[src/rtl/bclru_pkg.sv]
// Shared types and constants for the block cache LRU tag store.
// Used by bclru_ram users, bclru_scan and block_cache_lru_lookup_top.
package bclru_pkg;

    localparam int TAG_W   = 16;
    localparam int STAMP_W = 32;
    localparam int SLOT_W  = 3;

    // One stored slot entry: block tag and the tick of its last access.
    typedef struct packed {
        logic [TAG_W-1:0]   tag;
        logic [STAMP_W-1:0] stamp;
    } entry_t;

    localparam int ENTRY_W = TAG_W + STAMP_W;

    // Sequencer to scan unit.
    typedef struct packed {
        logic clear;
        logic beat;
    } scan_ctl_t;

    // Scan unit back to sequencer.
    typedef struct packed {
        logic hit_found;
        logic free_found;
    } scan_flags_t;

endpackage

[src/rtl/block_cache_lru_lookup_top.sv]
// Top level of the block cache LRU tag store: sequencer, valid bits, tick.
// Depends on bclru_pkg, bclru_ram and bclru_scan.

// Each request (start while busy is low) looks up one nonzero block number in
// a fully associative cache of CACHE_SLOTS slots: the tag/stamp RAM is read
// one slot per cycle through its single read port into a shared compare unit,
// then the drain state takes the last read and the update state writes the
// chosen slot. The result appears on hit, slot, evicted and evicted_block for
// exactly one cycle, marked by done, in the cycle in which busy falls; it
// cannot be held off, so capture it then. A hit
// refreshes the slot's age; a miss fills the lowest free slot, or else
// replaces the least recently used one (lowest index on ties). All slots are
// empty after reset, with no clearing pass.
module block_cache_lru_lookup_top #(
    parameter int CACHE_SLOTS = 8
) (
    input  logic        clk,
    input  logic        rst_n,
    input  logic        start,
    output logic        busy,
    input  logic [15:0] block_number,
    output logic        done,
    output logic        hit,
    output logic [2:0]  slot,
    output logic        evicted,
    output logic [15:0] evicted_block
);

    localparam int IDX_W = (CACHE_SLOTS > 1) ? $clog2(CACHE_SLOTS) : 1;
    localparam logic [IDX_W-1:0] LAST_IDX = IDX_W'(CACHE_SLOTS - 1);

    typedef enum logic [3:0] {
        ST_IDLE   = 4'b0001,
        ST_SCAN   = 4'b0010,
        ST_DRAIN  = 4'b0100,
        ST_UPDATE = 4'b1000
    } state_t;

    state_t                          state_reg;
    state_t                          state_next;
    logic [IDX_W-1:0]                addr_reg;
    logic                            beat_reg;
    logic [IDX_W-1:0]                beat_idx_reg;
    logic [bclru_pkg::TAG_W-1:0]     tag_reg;
    logic [bclru_pkg::STAMP_W-1:0]   tick_reg;
    logic [CACHE_SLOTS-1:0]          valid_reg;

    logic                            done_reg;
    logic                            hit_reg;
    logic [2:0]                      slot_reg;
    logic                            evicted_reg;
    logic [bclru_pkg::TAG_W-1:0]     evicted_block_reg;

    logic                            accept;
    bclru_pkg::entry_t               rd_entry;
    bclru_pkg::entry_t               wr_entry;
    bclru_pkg::scan_ctl_t            scan_ctl;
    bclru_pkg::scan_flags_t          scan_flags;
    logic [IDX_W-1:0]                hit_idx;
    logic [IDX_W-1:0]                free_idx;
    logic [IDX_W-1:0]                victim_idx;
    logic [bclru_pkg::TAG_W-1:0]     victim_tag;
    logic [IDX_W-1:0]                chosen_idx;
    logic                            do_evict;

    assign busy   = (state_reg != ST_IDLE);
    assign accept = start && !busy;

    always_comb
    begin
        state_next = state_reg;
        case (state_reg)
            ST_IDLE:
            begin
                if (start)
                begin
                    state_next = ST_SCAN;
                end
            end
            ST_SCAN:
            begin
                if (addr_reg == LAST_IDX)
                begin
                    state_next = ST_DRAIN;
                end
            end
            ST_DRAIN:
            begin
                state_next = ST_UPDATE;
            end
            ST_UPDATE:
            begin
                state_next = ST_IDLE;
            end
            default:
            begin
                state_next = ST_IDLE;
            end
        endcase
    end

    assign scan_ctl.clear = accept;
    assign scan_ctl.beat  = beat_reg;

    assign do_evict   = !scan_flags.hit_found && !scan_flags.free_found;
    assign chosen_idx = scan_flags.hit_found  ? hit_idx  :
                        scan_flags.free_found ? free_idx : victim_idx;

    assign wr_entry.tag   = tag_reg;
    assign wr_entry.stamp = tick_reg;

    always_ff @(posedge clk or negedge rst_n)
    begin
        if (!rst_n)
        begin
            state_reg <= ST_IDLE;
            addr_reg  <= '0;
            beat_reg  <= 1'b0;
            tick_reg  <= '0;
            valid_reg <= '0;
            done_reg  <= 1'b0;
        end
        else
        begin
            state_reg <= state_next;
            beat_reg  <= (state_reg == ST_SCAN);
            done_reg  <= (state_reg == ST_UPDATE);
            if (accept)
            begin
                addr_reg <= '0;
                tick_reg <= tick_reg + 1'b1;
            end
            else if (state_reg == ST_SCAN && addr_reg != LAST_IDX)
            begin
                addr_reg <= addr_reg + 1'b1;
            end
            if (state_reg == ST_UPDATE)
            begin
                valid_reg[chosen_idx] <= 1'b1;
            end
        end
    end

    always_ff @(posedge clk)
    begin
        beat_idx_reg <= addr_reg;
        if (accept)
        begin
            tag_reg <= block_number;
        end
        if (state_reg == ST_UPDATE)
        begin
            hit_reg           <= scan_flags.hit_found;
            slot_reg          <= 3'(chosen_idx);
            evicted_reg       <= do_evict;
            evicted_block_reg <= do_evict ? victim_tag : '0;
        end
    end

    bclru_ram #(
        .WIDTH (bclru_pkg::ENTRY_W),
        .DEPTH (CACHE_SLOTS)
    ) u_entry_ram (
        .clk   (clk),
        .we    (state_reg == ST_UPDATE),
        .waddr (chosen_idx),
        .wdata (wr_entry),
        .re    (state_reg == ST_SCAN),
        .raddr (addr_reg),
        .rdata (rd_entry)
    );

    bclru_scan #(
        .IDX_W (IDX_W)
    ) u_scan (
        .clk             (clk),
        .rst_n           (rst_n),
        .ctl             (scan_ctl),
        .beat_idx        (beat_idx_reg),
        .beat_slot_valid (valid_reg[beat_idx_reg]),
        .beat_entry      (rd_entry),
        .tag             (tag_reg),
        .tick            (tick_reg),
        .flags           (scan_flags),
        .hit_idx         (hit_idx),
        .free_idx        (free_idx),
        .victim_idx      (victim_idx),
        .victim_tag      (victim_tag)
    );

    assign done          = done_reg;
    assign hit           = hit_reg;
    assign slot          = slot_reg;
    assign evicted       = evicted_reg;
    assign evicted_block = evicted_block_reg;

    // The strobe never lasts more than one cycle
    a_done_single: assert property (@(posedge clk) disable iff (!rst_n)
        done |=> !done)
        else $error("done held for more than one cycle");

    // A hit never evicts
    a_hit_no_evict: assert property (@(posedge clk) disable iff (!rst_n)
        done |-> !(hit && evicted))
        else $error("hit and evicted both set");

    // Eviction only when every slot was already valid
    a_evict_full: assert property (@(posedge clk) disable iff (!rst_n)
        (done && evicted) |-> $past(&valid_reg))
        else $error("eviction with a free slot present");

    // After an accepted request the block is busy and done is low
    a_accept_busy: assert property (@(posedge clk) disable iff (!rst_n)
        accept |=> (busy && !done))
        else $error("block not busy after accepting a request");

    // Result comes out right after the update cycle
    a_done_after_update: assert property (@(posedge clk) disable iff (!rst_n)
        (state_reg == ST_UPDATE) |=> (done && !busy))
        else $error("result not presented after update");

endmodule

[src/rtl/bclru_ram.sv]
// Generic single-write, single-read RAM with registered read data.
// No dependencies.
module bclru_ram #(
    parameter int WIDTH = 48,
    parameter int DEPTH = 8
) (
    input  logic                                   clk,
    input  logic                                   we,
    input  logic [((DEPTH > 1) ? $clog2(DEPTH) : 1)-1:0] waddr,
    input  logic [WIDTH-1:0]                       wdata,
    input  logic                                   re,
    input  logic [((DEPTH > 1) ? $clog2(DEPTH) : 1)-1:0] raddr,
    output logic [WIDTH-1:0]                       rdata
);

    logic [WIDTH-1:0] mem [DEPTH];
    logic [WIDTH-1:0] rdata_reg;

    always_ff @(posedge clk)
    begin
        if (we)
        begin
            mem[waddr] <= wdata;
        end
        if (re)
        begin
            rdata_reg <= mem[raddr];
        end
    end

    assign rdata = rdata_reg;

endmodule

[src/rtl/bclru_scan.sv]
// Shared compare unit: takes one slot entry per beat and keeps the first hit,
// the first free slot and the oldest slot seen so far. Depends on bclru_pkg.
module bclru_scan #(
    parameter int IDX_W = 3
) (
    input  logic                             clk,
    input  logic                             rst_n,
    input  bclru_pkg::scan_ctl_t             ctl,
    input  logic [IDX_W-1:0]                 beat_idx,
    input  logic                             beat_slot_valid,
    input  bclru_pkg::entry_t                beat_entry,
    input  logic [bclru_pkg::TAG_W-1:0]      tag,
    input  logic [bclru_pkg::STAMP_W-1:0]    tick,
    output bclru_pkg::scan_flags_t           flags,
    output logic [IDX_W-1:0]                 hit_idx,
    output logic [IDX_W-1:0]                 free_idx,
    output logic [IDX_W-1:0]                 victim_idx,
    output logic [bclru_pkg::TAG_W-1:0]      victim_tag
);

    logic                           hit_found_reg;
    logic                           free_found_reg;
    logic [IDX_W-1:0]               hit_idx_reg;
    logic [IDX_W-1:0]               free_idx_reg;
    logic [IDX_W-1:0]               victim_idx_reg;
    logic [bclru_pkg::TAG_W-1:0]    victim_tag_reg;
    logic [bclru_pkg::STAMP_W-1:0]  best_age_reg;

    logic                           first_beat;
    logic                           tag_match;
    logic [bclru_pkg::STAMP_W-1:0]  age;
    logic                           take_victim;

    assign first_beat  = (beat_idx == '0);
    assign tag_match   = beat_slot_valid && (beat_entry.tag == tag);
    // Age modulo 2^32 keeps the ordering right across a tick wrap
    assign age         = tick - beat_entry.stamp;
    assign take_victim = first_beat || (age > best_age_reg);

    always_ff @(posedge clk or negedge rst_n)
    begin
        if (!rst_n)
        begin
            hit_found_reg  <= 1'b0;
            free_found_reg <= 1'b0;
        end
        else if (ctl.clear)
        begin
            hit_found_reg  <= 1'b0;
            free_found_reg <= 1'b0;
        end
        else if (ctl.beat)
        begin
            if (tag_match)
            begin
                hit_found_reg <= 1'b1;
            end
            if (!beat_slot_valid)
            begin
                free_found_reg <= 1'b1;
            end
        end
    end

    always_ff @(posedge clk)
    begin
        if (ctl.beat)
        begin
            if (tag_match && !hit_found_reg)
            begin
                hit_idx_reg <= beat_idx;
            end
            if (!beat_slot_valid && !free_found_reg)
            begin
                free_idx_reg <= beat_idx;
            end
            if (take_victim)
            begin
                best_age_reg   <= age;
                victim_idx_reg <= beat_idx;
                victim_tag_reg <= beat_entry.tag;
            end
        end
    end

    assign flags.hit_found  = hit_found_reg;
    assign flags.free_found = free_found_reg;
    assign hit_idx          = hit_idx_reg;
    assign free_idx         = free_idx_reg;
    assign victim_idx       = victim_idx_reg;
    assign victim_tag       = victim_tag_reg;

endmodule
[config.mk]
export PLATFORM = sky130hd
export DESIGN_NAME = block_cache_lru_lookup_top
export DESIGN_NICKNAME = d
export VERILOG_FILES = /design/src/rtl/bclru_pkg.sv /design/src/rtl/block_cache_lru_lookup_top.sv /design/src/rtl/bclru_ram.sv /design/src/rtl/bclru_scan.sv
export SDC_FILE = /design/constraint.sdc
export NUM_CORES = 1
export LEC_CHECK = 0
export BUFFER_PORTS_ARGS = -buffer_cell sky130_fd_sc_hd__clkbuf_2
export CORE_MARGIN = 3
export CORE_UTILIZATION = 35
export CTS_CLUSTER_SIZE = 28
export DETAILED_ROUTE_END_ITERATION = 10
export PLACE_DENSITY = 0.47
export SYNTH_ARGS = -nofsm -noshare
export SYNTH_HDL_FRONTEND = slang
export SYNTH_HIERARCHICAL = 1
export SYNTH_SLANG_ARGS = --single-unit
[constraint.sdc]
create_clock -name clk -period 8.22 [get_ports clk]
set_input_delay 2.055 -clock clk [delete_from_list [all_inputs] [get_ports clk]]
set_output_delay 2.055 -clock clk [all_outputs]
set_load 0.02 [all_outputs]
Word level (Yosys, flattened, before mapping)
Memory sizes are Yosys's and may differ from the RTL's. A register that Yosys moved wholly into a read port is not among the register bits.
Cells that the tools add are included.
{"block": "totals", "reg_bits": 148, "latch_bits": 0, "ram_bits": 384, "mem_bits_ro": 0, "inputBits": 19, "output_inout_bits": 23, "wordCells": 80, "mem_count": 1}
{"block": "op_classes", "addsub": 3, "n_mul": 0, "div_mod_pow": 0, "n_lt_le_gt_ge": 4, "eq_ne": 11, "shift": 0, "mux": 19, "n_bitwise": 1, "n_reduce_logical": 22}
{"name": "u_entry_ram.mem", "depth": 8, "word_bits": 48, "read_ports": 1, "rd_ports_with_merged_regs": 1, "wr": 1, "line_no": "bclru_ram.sv:16", "text": "logic [WIDTH-1:0] mem [DEPTH];"}
{"operator": "adder 32 x 1 -> 32 bit (second input constant)", "n": 1}
{"operator": "greater-than comparator 32 bit", "n": 1}
{"operator": "subtractor 32 bit", "n": 1}
{"operator": "== test 16 bit", "n": 1}
{"operator": "two-way mux 3 bit", "n": 4}
{"operator": "case mux 4 bit (3 select lines)", "n": 1}
{"operator": "AND reduction 2 bit", "n": 6}
{"operator": "two-way mux 1 bit", "n": 10}
{"operator": "less-than comparator 3 x 4 -> 1 bit (second input constant)", "n": 2}
{"operator": "two-way mux 4 bit", "n": 2}
{"operator": "bitwise OR 8 bit", "n": 1}
{"operator": "logical AND 1 bit", "n": 7}
{"operator": "!= test 2 bit (second input constant)", "n": 3}
{"operator": "nonzero test 2 bit", "n": 3}
{"operator": "== test 4 x 1 -> 1 bit (second input constant)", "n": 1}
{"operator": "== test 4 x 2 -> 1 bit (second input constant)", "n": 1}
{"operator": "== test 4 x 3 -> 1 bit (second input constant)", "n": 1}
{"operator": "== test 4 bit (second input constant)", "n": 1}
{"operator": "zero test 1 bit", "n": 4}
{"operator": "!= test 4 x 1 -> 1 bit (second input constant)", "n": 1}
{"operator": "adder 3 x 1 -> 3 bit (second input constant)", "n": 1}
{"operator": "binary-select mux 1 bit (select 3 bit)", "n": 1}
{"operator": "demux 1 bit (select 3 bit)", "n": 1}
{"operator": "== test 3 bit (second input constant)", "n": 1}
{"operator": "other kinds (4)", "n": 4}

Longest topological paths before layout
{"block": "depth", "depth_word": 7, "depth_mapped": 18, "mapped_depth_nobuf": 18}

Hierarchy
Netlist, hierarchy kept.
{"mod": "bclru_ram", "n_inst": 1, "cells_per_inst": 616, "area_each_um2": 16100.4, "seq_area_each_um2": 12972.4}
{"mod": "bclru_scan", "n_inst": 1, "cells_per_inst": 451, "area_each_um2": 4499.3, "seq_area_each_um2": 1761.7}
{"mod": "block_cache_lru_lookup_top", "n_inst": 1, "cells_per_inst": 258, "area_each_um2": 3602.2, "seq_area_each_um2": 2398.6}

Least setup slack after synthesis
Ideal clock, no wire load.
{"block": "synth_path", "kind": "register to register", "from": "register state_reg[1]", "to": "memory u_entry_ram.mem[4][0] (enable)", "setup_ns": 0.512, "arrival_time_ns": 6.908, "required_ns": 7.708, "path_slack_ns": 0.800, "stages_incl_launch_ff": 4, "path_buffers": 0, "period_less_slack_ns": 7.420, "path_cell_list": "dfrtp_1 nor4b_1 nand2_1 nor3_1"}
{"block": "synth_via", "elab_chain_cells": 3}
{"element": "start, declared", "line_no": "block_cache_lru_lookup_top.sv:39", "text": "state_t state_reg;"}
{"element": "start signal, assigned", "line_no": "block_cache_lru_lookup_top.sv:125", "text": "state_reg <= state_next;"}
{"element": "== test 4 bit", "line_no": "block_cache_lru_lookup_top.sv:165", "text": ".we (state_reg == ST_UPDATE),"}
{"element": "two-way mux 1 bit", "line_no": "bclru_ram.sv:21", "text": "if (we)"}
{"element": "two-way mux 1 bit (implied by the code)", "line_no": "bclru_ram.sv:23", "text": "mem[waddr] <= wdata;"}
{"element": "end, declared", "line_no": "bclru_ram.sv:16"}
Every way passes these cells.

Worst setup path after layout
{"block": "layout_path", "from": "register tick_reg[0] (netlist name)", "to": "register u_scan/best_age_reg[8] (netlist name) (enable)"}
{"block": "layout_via", "elab_chain_cells": 4}
{"element": "start, declared", "line_no": "block_cache_lru_lookup_top.sv:45", "text": "logic [bclru_pkg::STAMP_W-1:0] tick_reg;"}
{"element": "start signal, assigned", "line_no": "block_cache_lru_lookup_top.sv:131", "text": "tick_reg <= tick_reg + 1'b1;"}
{"element": "subtractor 32 bit", "line_no": "bclru_scan.sv:37", "text": "assign age = tick - beat_entry.stamp;"}
{"element": "named net u_scan.age, one bit", "line_no": "bclru_scan.sv:31", "text": "logic [bclru_pkg::STAMP_W-1:0] age;"}
{"element": "greater-than comparator 32 bit", "line_no": "bclru_scan.sv:38", "text": "assign take_victim = first_beat || (age > best_age_reg);"}
{"element": "logical OR 1 bit", "line_no": "bclru_scan.sv:38"}
{"element": "AND reduction 2 bit (no source line)"}
{"element": "end signal, assigned", "line_no": "bclru_scan.sv:79", "text": "best_age_reg <= age;"}
{"element": "end, declared", "line_no": "bclru_scan.sv:27", "text": "logic [bclru_pkg::STAMP_W-1:0] best_age_reg;"}
The timed path passes the listed nets, and every way through them passes these cells.
A chain may end at the register's enable or synchronous reset.

==> results.json <==
{
  "synth_ff_type": "edfxtp_1",
  "largest_register_ff_count": 384,
  "r2r_slack_ns": 2.57,
  "worstSkewPairLatency_ns": 0.59,
  "syn_inst": 1325,
  "placed_cells": 2265,
  "report.final.slew_viol_count": 0,
  "grt_overflow_total": 0,
  "grtUsageMet3_pct": 2.77,
  "fin_crit_sh_pct": 68.7,
  "num_vias": 11800,
  "clk_pin_slew_worst_paths_ns": 0.06,
  "max_freq_mhz": 177,
  "drt-initial-drc-count": 787,
  "ir_worst_vdd_mv": 0.185,
  "relSlewSlack_pct": 26.1,
  "period_minus_slack_ns": 5.65,
  "cts_tree": "done",
  "antenna_found_initial": 1,
  "drt_wl_total_um": 52900,
  "grt_pass1_vias": 12600,
  "grt_max_degree": 56,
  "hold_path.class": "flop to flop",
  "drive_gt1_share_pct": 22.0,
  "hold_viol_final": 0,
  "syn_nets": 1411,
  "die_h_um": 269,
  "powerDensity_nw_per_um2": 279,
  "gp_congestion": 0.748,
  "grt_pass1_wl_um": 80600,
  "yosys.cell_types.count": 68,
  "firstDrtPassIters": 4,
  "cts_setup_buffers": 0,
  "worst-path-max-fanout": 28,
  "grt_util_all_layers_pct": 15.0,
  "dp_hpwl_um": 29600,
  "instances_no_fill": 2385,
  "cts_hold_buffers": 0,
  "tns_ns": 0,
  "worstSetupPathType": "flop to flop",
  "die_w_um": 269,
  "r2r_cells": 18,
  "synth.ff_latch_count": 580,
  "critical_path_required_ns": 8.45,
  "nets": 1498,
  "cts_buffer_depth": 3,
  "worst_setup_path_end_kind": "flop",
  "synth_edf_count": 526,
  "tightest_slew_ns": 1.11,
  "setup_violations": 0,
  "ys_seq_area_share_pct": 70.8,
  "drcViolationCount": 0,
  "rsz0062_at_grt": "no",
  "cts-root-buf": "clkbuf_16",
  "status": "finished clean",
  "ant_nets": 0,
  "wl_per_cell_um": 22.2,
  "finClkSkew_ns": 0.0209,
  "avgSynthCellArea_um2": 18.3,
  "synthArstFlopShare_pct": 8.79,
  "whs_path_depth": 1,
  "initial_core_util_pct": 35.7,
  "synth_area_um2": 24200,
  "cts-resized-gates": 0,
  "htreeDepth": 3,
  "numCtsBuffers": 66,
  "met2_usage_pct": 24.5,
  "met1_usage_pct": 20.7,
  "max-cap-violations": 0,
  "power.leakage_nw": 9.59,
  "utilization_pct": 40.7,
  "portBuffers": 41,
  "critPathLaunchType": "flop",
  "syn_to_final_growth_pct": 14.2,
  "top_usage_layer": "met2",
  "rows": 95,
  "clock_sinks": 580,
  "coreArea_um2": 67900,
  "yosysWarnings": 6,
  "viasPerCell": 4.97,
  "die_area_um2": 72300,
  "ios": 42,
  "fill_cells": 6094,
  "worstPathArrival_ns": 5.88
}
-- per-layer routing --
metal | share of wire (%) | vias up
met4 | 2.0 | 0
met1 | 47 | 6227
met3 | 3.0 | 73
met2 | 48 | 160
met5 | 0 | -
li1 | - | 5389
-- synth_stat cells, drive strengths merged, types with 2 or more instances --
library cell | n | area, um2
and3 | 9 | 56.3
a311o | 2 | 20.0
a21oi | 37 | 189
a22o | 2 | 17.5
nor4b | 4 | 56.3
nand3 | 18 | 95.1
nand2b | 8 | 50.1
nor3 | 12 | 60.1
mux2i | 3 | 30.0
nand4 | 32 | 206
o211ai | 3 | 22.5
o21ai | 24 | 120
buf | 27 | 233
mux4 | 98 | 2220
xnor2 | 65 | 569
nor4 | 6 | 52.6
a21o | 29 | 218
nor3b | 4 | 35.0
xor2 | 12 | 105
clkbuf | 13 | 48.8
dfxtp | 3 | 60.1
a31oi | 3 | 18.8
nand3b | 2 | 15.0
a21boi | 3 | 22.5
o21a | 6 | 45.0
inv | 78 | 293
nor2 | 31 | 116
o21bai | 10 | 75.1
ha | 66 | 826
nand4b | 2 | 17.5
mux2 | 51 | 724
nand2 | 34 | 128
edfxtp | 526 | 15800
or2 | 2 | 15.0
nor2b | 3 | 18.8
dfrtp | 50 | 1250
or3 | 4 | 25.0
a211oi | 6 | 45.0
and2 | 22 | 138
-- power by group --
| group | leakage [nW] | internal [W] | total, W | switching [W] |
|---|---|---|---|---|
| sequential | 5.58 | 0.00349 | 0.00368 | 0.000190 |
| combinational | 2.99 | 0.000536 | 0.00117 | 0.000630 |
| clock | 1.03 | 0.00170 | 0.00286 | 0.00117 |
-- cells by family after synthesis --
kind of cell / synth area share (%)
AO/OA/AOI/OAI: 3.69
XOR/XNOR: 2.79
flip-flops: 70.8
AND/OR/NAND/NOR: 4.59
buffers and inverters: 2.37
multiplexers: 12.3
adder cells (fa/ha/maj): 3.49
-- final timing paths --
path | to | startpoint
min in group asynchronous | done | rst_n
min | valid_reg[0] | valid_reg[0]
max in group asynchronous | addr_reg[2] | rst_n
max | u_scan/best_age_reg[8] | tick_reg[0]
min reg2reg | valid_reg[0] | valid_reg[0]
max reg2reg | u_scan/best_age_reg[8] | tick_reg[0]
-- layout by cell type, fill, tap and decap left out, types with 12 or more instances in the layout --
cell         n
nor2_1      25
clkbuf_1    17
a21o_1      29
clkbuf_2    41
xor2_1      12
ha_1        66
mux4_2      95
a21oi_1     35
edfxtp_1   526
nand2_1     34
nand3_1     17
nand4_1     31
dfrtp_1     47
buf_4       18
inv_1       78
mux2_4      40
clkinv_1    12
xnor2_1     65
clkbuf_16   69
and2_1      22
o21ai_0     21
-- stage by stage --
step | power [W] | setup slack (ns) | hold slack [ns] | cell area [um2]
after floorplan | 0.00460 | 0.800 | 0.392 | 24200
after global placement | 0.00494 | 2.64 | 0.456 | 25500
after detailed placement | 0.00495 | 2.55 | 0.461 | 25500
after CTS | 0.00785 | 2.52 | 0.472 | 27600
after global routing | 0.00810 | 2.10 | 0.487 | 27600
final | 0.00771 | 2.57 | 0.473 | 27600
-- worst max-delay path: stages (launching register included) --
cell and delay, ns:
dfrtp_1 0.50, inv_1 0.10, ha_1 0.17, inv_1 0.05, fa_1 0.39, a21o_1 0.20, a221oi_2 0.37, a211oi_1 0.20
or2_4 0.28, a221o_1 0.35, a21oi_2 0.16, xnor2_1 0.10, ha_1 0.29, nand4_1 0.11, or3_1 0.38, nor2_1 0.18
o21ai_0 0.19, a21oi_4 0.76, buf_4 0.50
-- final cells by class --
type,count,area (um2),area share (%)
diodes,2,5.00,0.0181
repair buffers,59,340,1.23
flip-flops and latches,580,17100,62.1
well taps,921,1150,4.17
clock inverters,29,285,1.03
inverters,78,293,1.06
multi-input cells,627,6580,23.8
clock buffers,89,1830,6.63
No activity file was read; power rests on OpenSTA's default activity.
